**src/sv/sgb_pkg.sv**
```systemverilog
package sgb_pkg;

	localparam int SAMPLE_W   = 8;
	localparam int TAP_W      = 16;
	localparam int FRAC_W     = 15;
	localparam int ACC_W      = 27;
	localparam int CFG_IDX_W  = 3;
	localparam int CFG_DATA_W = 16;
	localparam int ROW_W      = 12;
	localparam int FW_W       = 11;
	localparam int FH_W       = 13;
	localparam int TAP_CNT_W  = 3;

	typedef enum logic [CFG_IDX_W-1:0] {
		CFG_FRAME_WIDTH,
		CFG_FRAME_HEIGHT,
		CFG_CHANNEL_COUNT,
		CFG_BLUR_RADIUS,
		CFG_TAP_CENTER,
		CFG_TAP_ONE,
		CFG_TAP_TWO,
		CFG_TAP_THREE
	} cfg_reg_t;

	typedef enum logic [2:0] {
		S_IDLE,
		S_ROW,
		S_CHECK,
		S_VERT,
		S_VLAST,
		S_EMIT
	} state_t;

	typedef struct packed {
		logic clr;
		logic en;
	} mac_ctrl_t;

	function automatic logic [SAMPLE_W-1:0] sat8(input logic [ACC_W-1:0] acc);
		logic [ACC_W-FRAC_W-1:0] v;
		v = acc[ACC_W-1:FRAC_W];
		return (|v[ACC_W-FRAC_W-1:SAMPLE_W]) ? {SAMPLE_W{1'b1}} : v[SAMPLE_W-1:0];
	endfunction

endpackage

```
**src/sv/sgb_mac.sv**
```systemverilog
module sgb_mac #(
	parameter int LANES = 3
) (
	input  logic                                   clk,
	input  sgb_pkg::mac_ctrl_t                     ctrl,
	input  logic [sgb_pkg::TAP_W-1:0]              weight,
	input  logic [LANES-1:0][sgb_pkg::SAMPLE_W-1:0] samples,
	output logic [LANES-1:0][sgb_pkg::SAMPLE_W-1:0] sat
);
	import sgb_pkg::*;

	logic [LANES-1:0][ACC_W-1:0] acc_q;
	logic [LANES-1:0][ACC_W-1:0] acc_sum;

	always_comb begin
		for (int i = 0; i < LANES; i++) begin
			acc_sum[i] = ctrl.en ? acc_q[i] + ACC_W'(weight) * ACC_W'(samples[i]) : acc_q[i];
			sat[i]     = sat8(acc_sum[i]);
		end
	end

	always_ff @(posedge clk) begin
		for (int i = 0; i < LANES; i++) begin
			acc_q[i] <= ctrl.clr ? '0 : acc_sum[i];
		end
	end

endmodule

```
**config.mk**
```make
export PLATFORM = sky130hd
export DESIGN_NAME = sgb_mac
export DESIGN_NICKNAME = d
export VERILOG_FILES = /design/src/sv/sgb_pkg.sv /design/src/sv/sgb_mac.sv
export SDC_FILE = /design/constraint.sdc
export NUM_CORES = 1
export LEC_CHECK = 0
export BUFFER_PORTS_ARGS = -buffer_cell sky130_fd_sc_hd__buf_2
export CAP_MARGIN = 20
export CORE_AREA = 2 2 165 231
export DETAILED_ROUTE_END_ITERATION = 8
export DIE_AREA = 0 0 167 233
export PLACE_DENSITY = 0.66
export SLEW_MARGIN = 20
export SYNTH_ARGS = -nofsm -noshare
export SYNTH_HDL_FRONTEND = slang
export SYNTH_SLANG_ARGS = --single-unit
```
**constraint.sdc**
```tcl
create_clock -name clk -period 14.1 [get_ports clk]
set_input_delay 0.705 -clock clk [delete_from_list [all_inputs] [get_ports clk]]
set_output_delay 0.705 -clock clk [all_outputs]
set_load 0.01 [all_outputs]
```
# Word level (Yosys, flattened, before mapping)
# Cells that the tools add are included.
# totals
output_inout_bits	24
input_bits	43
wordCells	21
regBits	81
# classes
muxes	6
multipliers	3
n_reduce_logical	3
addsub	3
# ops
cell	count
$add A27 B24 Y27	3
$mux W27	3
$mul A16 B8 Y24	3
$mux W8	3
$reduce_or A4 Y1	3

# Longest topological paths before layout
# depth
ltp_word	5
mapped_depth	20
mapped_depth_nobuf	19

# Worst setup path before layout
# No wires, ideal clock.
# synth_path
path_kind	input to output
start	in samples[8] (netlist name)
end	out sat[10] (netlist name)
path_stages	19
n_path_buf	2
setup_slack_ns	8.020
required_time_ns	13.395
arrival_ns	5.375
cell_sequence	clkbuf_1 nand2_1 fa_1 inv_1 fa_1 fa_1 inv_1 fa_1 inv_1 ha_1 clkbuf_1 and3_1 nand4_1 or3_1 a311oi_1 a211oi_2 xnor2_1 a211oi_2 nand3_1
# synth_rtl
item	line_no	source
start, declared	sgb_mac.sv:7	input logic [LANES-1:0][sgb_pkg::SAMPLE_W-1:0] samples,
end, declared	sgb_mac.sv:8	output logic [LANES-1:0][sgb_pkg::SAMPLE_W-1:0] sat

==> qor.yml <==
run_status:
  outcome: "finished clean"
sta:
  clock.fmax_ghz: 0.1458
  slew_violations: 0
  hold_violations: 0
  fin_crit_ns: 6.859
  finalSetupViolCount: 0
  slew_headroom_pct: 50.60
  clock_skew_ns: 0.008128
  worstMarginPinSlew_ns: 0.7410
  timing.final.crit_share_pct: 48.65
  setup_tns_ns: 0
  rsz0062_at_grt: "no"
place:
  numPortBuffers: 66
  gp_congestion: 0.9013
  dp_hpwl_um: 33330
logic_synthesis:
  netlist_instances: 2174
  synth_seq_cells: 81
  avgSynthCellArea_um2: 8.346
  ys_types: 72
  ys_warn_count: 0
  synth_edf_count: 0
  ys_seq_area_share_pct: 8.937
  async_flop_share_pct: 0
  syn-num-nets: 2682
  synthFlopType: "dfxtp_1"
  syn_area_um2: 18140
floorplanning:
  start_util_pct: 49.50
  die_w_um: 167
  die-area_um2: 38910
  floorplan.rows: 83
  ios: 67
  die_h_um: 233
  design.core.area_um2: 36660
route:
  post-route-drc-count: 0
  wl_per_cell_um: 16.08
  viasPerCell: 5.333
  routed_wl_um: 42290
  detail-route-antenna-nets: 0
  vias: 14025
  drt_pass1_iterations: 5
  drt_iter0_drc: 761
clocking:
  post_cts_resize_count: 0
  postCtsHoldBufs: 0
  ctsRootBufferMaster: "clkbuf_16"
  clock_latency_ns: 0.38
  numCtsBuffers: 9
  cts_buffer_depth: 2
  h-tree-depth: 3
  cts_setup_buffers: 0
  clock-sinks: 81
  tritoncts: "done"
  path_clk_slew_ns: 0.07
setup_path:
  worst-path-max-fanout: 24
  crit_required_ns: 13.40
  startpoint_type: "input pin"
  worstSetupEndpointType: "output pin"
  arrival_ns: 6.15
  critical_path_class: "in2out"
  r2r_cells: 16
global_routing:
  grt-ovfl-total: 0
  grt_max_degree: 57
  grt_pass1_wl_um: 71870
  grt_pass1_vias: 14675
  grt_antenna_before_repair: 3
  grt_util_all_layers_pct: 22.95
cells_and_area:
  fin_util_pct: 51.82
  top_regs: "acc_q: 81 flops"
  layout_commonest_cell: "inv_1"
  final_cell_mix: "inv_1, fa_1, and2_1"
  areaGrowthSynthToFinish_pct: 4.703
  largest_reg_flops: 81
  drive_above_1_share_pct: 4.907
  largest_register: "acc_q"
  nets: 2663
hold_path:
  min_path_type: "reg2reg"
  whs_path_depth: 2
run:
  drv_cap: 0
[cell families after synthesis]
group | after synthesis | synth area share [%]
DFF | 81 | 8.937
and+or+nand+nor | 675 | 18.80
AOI/OAI and AO/OA | 258 | 9.234
muxes | 51 | 2.820
xor gates and xnor gates | 50 | 2.413
buffers and inverters | 594 | 12.57
adders and majority gates | 465 | 45.22
[cells in the mapped netlist, types with 5 or more instances]
| library cell | count | share of area (%) |
|---|---|---|
| inv_1 | 493 | 10 |
| fa_1 | 318 | 35 |
| and2_1 | 242 | 8.3 |
| nand2_1 | 220 | 4.6 |
| ha_1 | 147 | 10 |
| nor2_1 | 115 | 2.4 |
| a21oi_1 | 94 | 2.6 |
| dfxtp_1 | 81 | 8.9 |
| clkbuf_1 | 79 | 1.6 |
| mux2i_1 | 50 | 2.8 |
| o21ai_0 | 35 | 0.97 |
| xnor2_1 | 32 | 1.5 |
| a21o_1 | 26 | 1.1 |
| nand3_1 | 26 | 0.72 |
| xor2_1 | 18 | 0.87 |
| a211oi_1 | 17 | 0.70 |
| nand4_1 | 14 | 0.48 |
| o21a_1 | 14 | 0.58 |
| nor3_1 | 11 | 0.30 |
| nor2b_1 | 10 | 0.34 |
| buf_2 | 9 | 0.25 |
| a31oi_1 | 8 | 0.28 |
| nand2b_1 | 8 | 0.28 |
| o211ai_1 | 8 | 0.33 |
| o21bai_1 | 8 | 0.33 |
| and3_1 | 6 | 0.21 |
| buf_1 | 5 | 0.10 |
| o31ai_1 | 5 | 0.21 |
[layout make-up]
cell class                      count  area, um2
Antenna cell                        3      7.507
Clock buffer                       11      242.7
Clock inverter                      5      78.83
Fill cell                        3556      17660
Inverter                          493       1851
Multi-Input combinational cell   1499      14240
Sequential cell                    81       1622
Tap cell                          467      584.3
Timing Repair Buffer               71      370.4
[final timing paths]
check	start	end	slack, ns
max	weight[14]	sat[7]	7.24
min	acc_q[34]	acc_q[34]	0.47
max reg2reg	acc_q[33]	acc_q[52]	9.06
min reg2reg	acc_q[34]	acc_q[34]	0.47
[stage by stage]
| stage | setup slack, ns | cell area, um2 | hold WS (ns) | cells |
|---|---|---|---|---|
| after floorplan | 8.020 | 18140 | 0.4411 | 2174 |
| after global placement | 7.419 | 18670 | 0.4555 | 2611 |
| after detailed placement | 7.282 | 18670 | 0.4580 | 2611 |
| after CTS | 7.260 | 18990 | 0.4682 | 2627 |
| after global routing | 6.914 | 19000 | 0.4897 | 2629 |
| final | 7.241 | 19000 | 0.4659 | 2630 |
[worst max-delay path, stage by stage]
cell      delay (ns)
buf_2           0.40
nand2_1         0.15
fa_1            0.57
inv_1           0.07
fa_1            0.49
fa_1            0.50
inv_1           0.05
fa_1            0.47
inv_1           0.04
ha_1            0.37
a21oi_1         0.17
o21ai_1         0.07
a211oi_1        0.29
mux2_2          0.37
nor4_1          0.42
nand2b_1        0.17
nor4b_4         0.51
nand2_1         0.13
buf_2           0.17
[metal layers]
layer	up-vias	global-route usage, %	share of wire (%)	wire length (um)
li1	6589	-	-	-
met1	7118	28.29	42	17650
met2	253	41.95	53	22240
met3	63	2.466	3.4	1458
met4	2	7.274	2.2	946
met5	-	0	0.017	7
Power is left out: the tool's default activity adds up to more than one toggle a clock period on the data nets, which glitch-free logic cannot reach.
